==> src/rtl/bcra_pkg.sv <==
// Shared types and constants of the bitmap run allocator.
package bcra_pkg;

  // request kinds
  localparam logic [1:0] KIND_ALLOC = 2'd0;
  localparam logic [1:0] KIND_FREE  = 2'd1;
  localparam logic [1:0] KIND_MARK  = 2'd2;

  // configuration register indexes
  localparam logic CFG_TOTAL_BLOCKS = 1'b0;
  localparam logic CFG_FIRST_DATA   = 1'b1;

  localparam int unsigned TOTAL_W    = 13;
  localparam int unsigned BLK_FLD_W  = 12;
  localparam int unsigned LEN_W      = 7;
  localparam int unsigned WORD_BITS  = 64;
  localparam int unsigned CHUNK_BITS = 8;

  typedef struct packed {
    logic [1:0]           kind;
    logic [BLK_FLD_W-1:0] first_blk;
    logic [LEN_W-1:0]     run_length;
  } in_t;

  typedef struct packed {
    logic [BLK_FLD_W-1:0] alloc_start;
    logic                 success;
  } out_t;

  typedef enum logic [2:0] {
    ST_CLEAR,
    ST_IDLE,
    ST_SRD,
    ST_SCAN,
    ST_WRD,
    ST_WWR,
    ST_DONE
  } state_e;

endpackage

==> src/rtl/bitmap_contiguous_run_allocator_core.sv <==
// First-fit contiguous run allocator over a used/free block bitmap held in one RAM.
//
// Usage: requests arrive on in_valid_i/in_stall_o with in_data_i (kind, first_blk,
// run_length); each request yields exactly one result beat on out_valid_o/out_stall_i
// with out_data_o (alloc_start, success). Configuration is written through cfg_we_i,
// cfg_idx_i and cfg_data_i; the user must do so only while the block is idle, which
// the block itself does not enforce. Free and mark requests read and rewrite each
// map word the run touches. Allocate scans the map first-fit, 8 blocks per cycle out
// of a registered 64-bit RAM word, reading each word before its chunks are scanned;
// then the found run is written back as above. One request is in work at a time.
// After reset a clearing pass writes every map word to zero, during which no request
// is taken; configuration returns to 4096 total blocks and first data block 3.
// The result sits in an output register; a new request is taken while it waits.
// If the receiver stalls and a second result is ready, the block holds it until the
// first beat goes.
module bitmap_contiguous_run_allocator_core #(
  parameter int unsigned NUM_BLOCKS = 4096,
  parameter int unsigned MAX_RUN    = 64
) (
  input  logic                                clk_i,
  input  logic                                rst_ni,
  input  logic                                in_valid_i,
  output logic                                in_stall_o,
  input  bcra_pkg::in_t                       in_data_i,
  output logic                                out_valid_o,
  input  logic                                out_stall_i,
  output bcra_pkg::out_t                      out_data_o,
  input  logic                                cfg_we_i,
  input  logic                                cfg_idx_i,
  input  logic [bcra_pkg::TOTAL_W-1:0]        cfg_data_i
);
  import bcra_pkg::*;

  localparam int unsigned WORDS = NUM_BLOCKS / WORD_BITS;
  localparam int unsigned WAW   = (WORDS > 1) ? $clog2(WORDS) : 1;
  localparam int unsigned BIW   = $clog2(NUM_BLOCKS);
  localparam int unsigned LW    = ((BIW > TOTAL_W) ? BIW : TOTAL_W) + 1;
  localparam logic [LW-1:0] NB  = LW'(NUM_BLOCKS);

  // map RAM
  logic [WORD_BITS-1:0] mem [WORDS];
  logic [WORD_BITS-1:0] rd_q;
  logic                 mem_re, mem_we;
  logic [WAW-1:0]       mem_ra, mem_wa;
  logic [WORD_BITS-1:0] mem_wd;

  always_ff @(posedge clk_i) begin
    if (mem_we) mem[mem_wa] <= mem_wd;
    if (mem_re) rd_q <= mem[mem_ra];
  end

  state_e state_q, state_d;
  logic [TOTAL_W-1:0]   total_q;
  logic [BLK_FLD_W-1:0] fdb_q;
  logic [WAW:0]         clr_q, clr_d;
  logic [1:0]           kind_q, kind_d;
  logic [LEN_W-1:0]     len_q, len_d, cnt_q, cnt_d;
  logic [LW-1:0]        st_q, st_d, blk_q, blk_d, wend_q, wend_d;
  out_t                 res_q, res_d, out_q;
  logic                 out_valid_q;

  logic [LW-1:0]    limit, fdbx;
  logic [LEN_W-1:0] len_in;
  logic             out_load;

  assign limit  = (LW'(total_q) > NB) ? NB : LW'(total_q);
  assign fdbx   = LW'(fdb_q);
  assign len_in = (32'(in_data_i.run_length) > MAX_RUN) ? LEN_W'(MAX_RUN)
                                                        : in_data_i.run_length;
  assign in_stall_o  = (state_q != ST_IDLE);
  assign out_valid_o = out_valid_q;
  assign out_data_o  = out_q;
  assign out_load    = (state_q == ST_DONE) && (!out_valid_q || !out_stall_i);

  // chunk scan: 8 blocks of the held word
  logic             sc_found;
  logic [LW-1:0]    sc_start, sc_next;
  logic [LEN_W-1:0] sc_cnt;
  always_comb begin
    logic [LW-1:0]         b;
    logic [CHUNK_BITS-1:0] bits;
    logic                  used;
    sc_found = 1'b0;
    sc_start = st_q;
    sc_cnt   = cnt_q;
    bits     = rd_q[blk_q[5:3]*CHUNK_BITS +: CHUNK_BITS];
    for (int k = 0; k < CHUNK_BITS; k++) begin
      b    = blk_q + LW'(k);
      used = bits[k] || (b < fdbx) || (b >= limit);
      if (!sc_found) begin
        if (used) begin
          sc_cnt   = '0;
          sc_start = b + LW'(1);
        end else begin
          sc_cnt = sc_cnt + LEN_W'(1);
          if (sc_cnt == len_q) sc_found = 1'b1;
        end
      end
    end
    sc_next = blk_q + LW'(CHUNK_BITS);
  end

  // run mask over the held word
  logic [WORD_BITS-1:0] wmask;
  always_comb begin
    logic [LW-1:0] b;
    for (int k = 0; k < WORD_BITS; k++) begin
      b        = blk_q + LW'(k);
      wmask[k] = (b >= st_q) && (b < wend_q);
    end
  end

  // next state
  always_comb begin
    state_d = state_q;
    case (state_q)
      ST_CLEAR: if (clr_q == (WAW+1)'(WORDS - 1)) state_d = ST_IDLE;
      ST_IDLE: begin
        if (in_valid_i) begin
          if (in_data_i.kind == KIND_ALLOC) begin
            if (len_in == '0 || fdbx >= limit) state_d = ST_DONE;
            else state_d = ST_SRD;
          end else if (in_data_i.kind == KIND_FREE || in_data_i.kind == KIND_MARK) begin
            state_d = (len_in == '0) ? ST_DONE : ST_WRD;
          end else begin
            state_d = ST_DONE;
          end
        end
      end
      ST_SRD: state_d = ST_SCAN;
      ST_SCAN: begin
        if (sc_found) state_d = ST_WRD;
        else if (sc_next >= limit) state_d = ST_DONE;
        else if (sc_next[5:0] == '0) state_d = ST_SRD;
      end
      ST_WRD: begin
        if (blk_q >= NB || blk_q >= wend_q) state_d = ST_DONE;
        else state_d = ST_WWR;
      end
      ST_WWR: state_d = ST_WRD;
      ST_DONE: if (out_load) state_d = ST_IDLE;
      default: state_d = ST_IDLE;
    endcase
  end

  // datapath and RAM control
  always_comb begin
    clr_d  = clr_q;
    kind_d = kind_q;
    len_d  = len_q;
    cnt_d  = cnt_q;
    st_d   = st_q;
    blk_d  = blk_q;
    wend_d = wend_q;
    res_d  = res_q;
    mem_re = 1'b0;
    mem_ra = WAW'(blk_q >> 6);
    mem_we = 1'b0;
    mem_wa = WAW'(blk_q >> 6);
    mem_wd = (kind_q == KIND_FREE) ? (rd_q & ~wmask) : (rd_q | wmask);
    case (state_q)
      ST_CLEAR: begin
        mem_we = 1'b1;
        mem_wa = clr_q[WAW-1:0];
        mem_wd = '0;
        clr_d  = clr_q + (WAW+1)'(1);
      end
      ST_IDLE: begin
        kind_d = in_data_i.kind;
        len_d  = len_in;
        cnt_d  = '0;
        res_d  = '0;
        if (in_data_i.kind == KIND_ALLOC) begin
          st_d  = fdbx;
          blk_d = fdbx & ~LW'(CHUNK_BITS - 1);
          if (len_in == '0 && fdbx <= limit) begin
            res_d.alloc_start = fdb_q;
            res_d.success     = 1'b1;
          end
        end else if (in_data_i.kind == KIND_FREE || in_data_i.kind == KIND_MARK) begin
          st_d          = LW'(in_data_i.first_blk);
          wend_d        = LW'(in_data_i.first_blk) + LW'(len_in);
          blk_d         = LW'(in_data_i.first_blk) & ~LW'(WORD_BITS - 1);
          res_d.success = 1'b1;
        end
      end
      ST_SRD: mem_re = 1'b1;
      ST_SCAN: begin
        if (sc_found) begin
          st_d              = sc_start;
          wend_d            = sc_start + LW'(len_q);
          blk_d             = sc_start & ~LW'(WORD_BITS - 1);
          res_d.alloc_start = sc_start[BLK_FLD_W-1:0];
          res_d.success     = 1'b1;
        end else begin
          st_d  = sc_start;
          cnt_d = sc_cnt;
          blk_d = sc_next;
        end
      end
      ST_WRD: mem_re = (blk_q < NB) && (blk_q < wend_q);
      ST_WWR: begin
        mem_we = 1'b1;
        blk_d  = blk_q + LW'(WORD_BITS);
      end
      default: ;
    endcase
  end

  // control registers
  always_ff @(posedge clk_i or negedge rst_ni) begin
    if (!rst_ni) begin
      state_q     <= ST_CLEAR;
      clr_q       <= '0;
      out_valid_q <= 1'b0;
      total_q     <= TOTAL_W'(4096);
      fdb_q       <= BLK_FLD_W'(3);
    end else begin
      state_q <= state_d;
      clr_q   <= clr_d;
      if (out_load) out_valid_q <= 1'b1;
      else if (out_valid_q && !out_stall_i) out_valid_q <= 1'b0;
      if (cfg_we_i) begin
        if (cfg_idx_i == CFG_TOTAL_BLOCKS) total_q <= cfg_data_i;
        else fdb_q <= cfg_data_i[BLK_FLD_W-1:0];
      end
    end
  end

  // payload registers
  always_ff @(posedge clk_i) begin
    kind_q <= kind_d;
    len_q  <= len_d;
    cnt_q  <= cnt_d;
    st_q   <= st_d;
    blk_q  <= blk_d;
    wend_q <= wend_d;
    res_q  <= res_d;
    if (out_load) out_q <= res_q;
  end

`ifndef SYNTHESIS
  a_fail_zero: assert property (@(posedge clk_i) disable iff (!rst_ni)
    out_valid_o && !out_data_o.success |-> out_data_o.alloc_start == '0)
    else $error("failed result carries a nonzero start");
  a_clear_stall: assert property (@(posedge clk_i) disable iff (!rst_ni)
    state_q == ST_CLEAR |-> in_stall_o)
    else $error("request taken during clearing pass");
  a_we_state: assert property (@(posedge clk_i) disable iff (!rst_ni)
    mem_we |-> (state_q == ST_WWR || state_q == ST_CLEAR))
    else $error("map write outside write or clear state");
  a_wr_after_rd: assert property (@(posedge clk_i) disable iff (!rst_ni)
    state_q == ST_WWR |-> $past(state_q) == ST_WRD)
    else $error("map word written without a read");
`endif

endmodule

==> config.mk <==
export PLATFORM = sky130hd
export DESIGN_NAME = bitmap_contiguous_run_allocator_core
export DESIGN_NICKNAME = d
export VERILOG_FILES = /design/src/rtl/bcra_pkg.sv /design/src/rtl/bitmap_contiguous_run_allocator_core.sv
export SDC_FILE = /design/constraint.sdc
export NUM_CORES = 2
export LEC_CHECK = 0
export BUFFER_PORTS_ARGS = -buffer_cell sky130_fd_sc_hd__buf_4
export CAP_MARGIN = 0
export CORE_MARGIN = 2
export CORE_UTILIZATION = 55
export CTS_BUF_LIST = sky130_fd_sc_hd__clkbuf_16
export CTS_CLUSTER_DIAMETER = 80
export DETAILED_ROUTE_END_ITERATION = 8
export PLACE_DENSITY = 0.73
export RECOVER_POWER = 25
export SLEW_MARGIN = 20
export SYNTH_ARGS = -nofsm -noshare
export SYNTH_HDL_FRONTEND = slang
export SYNTH_SLANG_ARGS = --single-unit
==> constraint.sdc <==
create_clock -name clk_i -period 13.7 [get_ports clk_i]
set_input_delay 2.055 -clock clk_i [delete_from_list [all_inputs] [get_ports clk_i]]
set_output_delay 2.055 -clock clk_i [all_outputs]
set_load 0.02 [all_outputs]
==> results.md <==
- Status: finished, violations left
- Failing checks: max-capacitance violations, max-slew violations
- Clk_skew: 88.2 ps
- Fin crit period: 12320 ps
- Final Hold Viols: 0
- All-Layer GR Usage: 33.0%
- Relative slew margins: -214%
- Die X: 588 um
- Nets@finish: 10900
- Core box area: 340000 sq um
- Clock-pin transition on the worst setup and hold timing paths: 60 ps
- Final Power: 52.9 mW
- Bufs on Longest Clock Path: 4
- Seq cells post-synth: 4277
- Clk sinks: 4277
- Via/cell ratio: 6.97
- Measured slew at the worst slew-check pin: 4710 ps
- Post-Synth Adder-Cell Area: 3.95%
- RSZ-0062 raised after global routing: false
- Net Count, Synth: 10500
- First-pass GRT wire length: 802 mm
- Synth cell count leaders: edfxtp_1 (4241), mux4_2 (1360), ha_1 (589)
- Sequential area share after synthesis: 68.4%
- Post-CTS setup-driven buffer insertion count: 0
- CTS resizes: 0
- Synth Area in Compound Gates: 4.52%
- Crit path kind: reg2reg
- Dominant synthesized flop cell: edfxtp_1
- IO Pins: 55
- Pre-CTS WS: 1620 ps
- Post-synth top area cell: edfxtp_1
- Grt ovf: 0
- PD cells: 253 nW/um^2
- Synthesis Warnings: 0
- F_max: 81.2 MHz
- Die Ht: 588 um
- Tightest Hold Check Type: reg2reg
- Layout Area Growth over Synthesis: 11.5%
- CP max-delay cell: dfstp_1
- Root buffer cell: clkbuf_16
- HPWL Detailed: 323 mm
- Mux cell area share after synthesis: 17.1%
- Critical path required time: 14330 ps
- Final Hold Slack: 418 ps
- Htree depth: 5
- Final WL: 577 mm
- Sequential group share of total power: 36.6%
- Antenna violations before repair: 16
- Sw Ratio: 36.6%
- Comb power frac: 42.7%
- Synth Area in Simple Gates: 3.66%
- Wire length per cell: 38.1 um
- Synth cell types: 108
- Average cell area after synthesis: 19.1 sq um
- Power Internal: 33.5 mW
- Yosys top cell area share: 67.9%
- Total negative setup slack: 0 ps
- CTS tree: built
- Largest family of logic cells by synthesized area: multiplexers
- Top post-synthesis cells by area: edfxtp_1 (68%), mux4_2 (16%), ha_1 (3.9%)
- Num rows: 214
- Ratio of cells with drive above 1 in the final layout: 23.4%
- Synth Instances: 9841
- Switching Power: 19.3 mW
- I/O Buffers: 54
- Gpl congestion: 0.955
- Hold-fix buffers at CTS: 0
- Via count: 105000
- Largest net degree at the start of global routing: 134
- DR DRC count: 0
- Post-layout worst setup margin: 1380 ps
- Worst Path Arrival: 12950 ps
- Async set-or-reset flop fraction in the synthesized netlist: 0.842%
- Detailed-router iteration count before antenna repair: 6
- Slowest stage delay, CP: 710 ps
- Final setup violation count: 0
- Critical Path Start Type: register
- Number of global-route vias before repair: 105000
- Peak VDD IR: 0.230 mV
- Leak: 69.5 nW
- Highest fanout seen on the critical path: 14
- Starting Density: 55.2%
- Post-synthesis cell area: 187000 sq um
- Crit share post-route: 89.9%
- CTS Buf Count: 411
- Routed Antenna Nets: 0
- Xor/xnor share of the synthesized area: 1.16%
- Max Cap Viol: 98
- Clock power share: 20.7%
- Initial DRC count: 16200
- Slew Limit Fails: 2716
- DIE AREA: 346000 sq um
- Most frequent cell after synthesis: edfxtp_1
- EDFF count, synth: 4241
- Setup crit end kind: register
- Clock Latency Late Sink: 1000 ps
[worst max-delay path: cells and delay by family, from the launching register on]
kind                     cells  cell delay (ps)
AND/OR/NAND/NOR             13             3000
adder cells (fa/ha/maj)      5             1360
multiplexers                 2              590
buffers and inverters        4              720
AO/OA/AOI/OAI               21             5030
flip-flops                   1              710
XOR/XNOR                     2              560
[layout make-up]
| type | count | area [sq um] |
|---|---|---|
| inverter | 104 | 392 |
| multi-input combinational | 4994 | 57700 |
| antenna | 9 | 22.5 |
| tap | 4536 | 5680 |
| timing repair buffer | 450 | 4110 |
| sequential | 4277 | 128000 |
| fill | 23300 | 130000 |
| clock buffer | 418 | 10500 |
| clock inverter | 340 | 2430 |
[flip-flops by register name, indices dropped and copies added (netlist names)]
signal	count
len_q	7
kind_q	2
res_q	13
blk_q	11
out_data_o	13
mem	4096
cnt_q	7
fdb_q	12
total_q	13
wend_q	14
st_q	14
rd_q	64
clr_q	7
state_q	3
out_valid_o	1
[layout by cell type (no fill, tap or decap), types with 35 or more instances in the layout]
master and count:
nor2b_1 146, mux2_2 36, nor3_1 71, inv_1 198, ha_1 589, mux4_2 1360, edfxtp_1 4241, and2_1 35
nand4_1 82, mux2i_1 102, xnor2_1 143, clkinv_2 82, nand2b_1 145, nand3_1 111, o21ai_0 302, nand2_1 249
clkinv_1 99, clkbuf_16 418, a21oi_1 383, buf_4 284, o211ai_1 36, xor2_1 98, a211oi_1 56, clkbuf_1 92
nor2_1 257, buf_12 47, a21o_1 253, nor2_4 82
[power groups by stage]
stage | Sequential (mW) | Combinational, mW | Clock [mW]
2_1_floorplan | 19.6 | 13.6 | 0
3_3_place_gp | 19.6 | 20.5 | 0
3_5_place_dp | 19.7 | 21.3 | 0
4_1_cts | 19.4 | 21.4 | 11.0
5_1_grt | 19.4 | 23.9 | 11.5
6_report | 19.3 | 22.6 | 11.0
[layer usage]
layer  part of all wire [%]  GRT usage [%]  vias to the layer above
li1                       -              -                    41800
met3                     12           7.55                     1342
met5                 0.0095              0                        -
met2                     46           50.8                     7338
met4                    4.7           12.5                        8
met1                     37           46.4                    55000
[final timing paths]
check / start / end / slack, ps / depth (start not counted)
setup reg to reg: total_q[12]$_DFFE_PN1P_ / wend_q[8]$_DFFE_PP_ / 1380 / 47
setup / recovery: total_q[12]$_DFFE_PN1P_ / wend_q[8]$_DFFE_PP_ / 1380 / 47
hold / removal: res_q[9]$_DFFE_PP_ / out_data_o[9]$_DFFE_PP_ / 420 / 0
max in group asynchronous: rst_ni / total_q[7]$_DFFE_PN0P_ / 10130 / 1
min in group asynchronous: rst_ni / fdb_q[7]$_DFFE_PN0P_ / 1960 / 1
hold reg to reg: res_q[9]$_DFFE_PP_ / out_data_o[9]$_DFFE_PP_ / 420 / 0
[through the flow]
step | std cells | area (sq um) | util (%)
5_1_grt | 15100 | 209000 | 61.6
2_1_floorplan | 9841 | 187000 | -
4_1_cts | 15100 | 209000 | 61.4
3_3_place_gp | 14300 | 195000 | 57.6
3_5_place_dp | 14300 | 196000 | 57.6
6_report | 15100 | 209000 | 61.6
[cell families (layout without fill, tap and decap cells)]
family                   count (synthesis)  after routing
AO/OA/AOI/OAI                         1313           1313
adder cells (fa/ha/maj)                591            591
other                                    0              9
buffers and inverters                  570           1312
multiplexers                          1502           1502
flip-flops                            4277           4277
XOR/XNOR                               244            244
AND/OR/NAND/NOR                       1344           1344
Power figures use the tool's default switching activity.
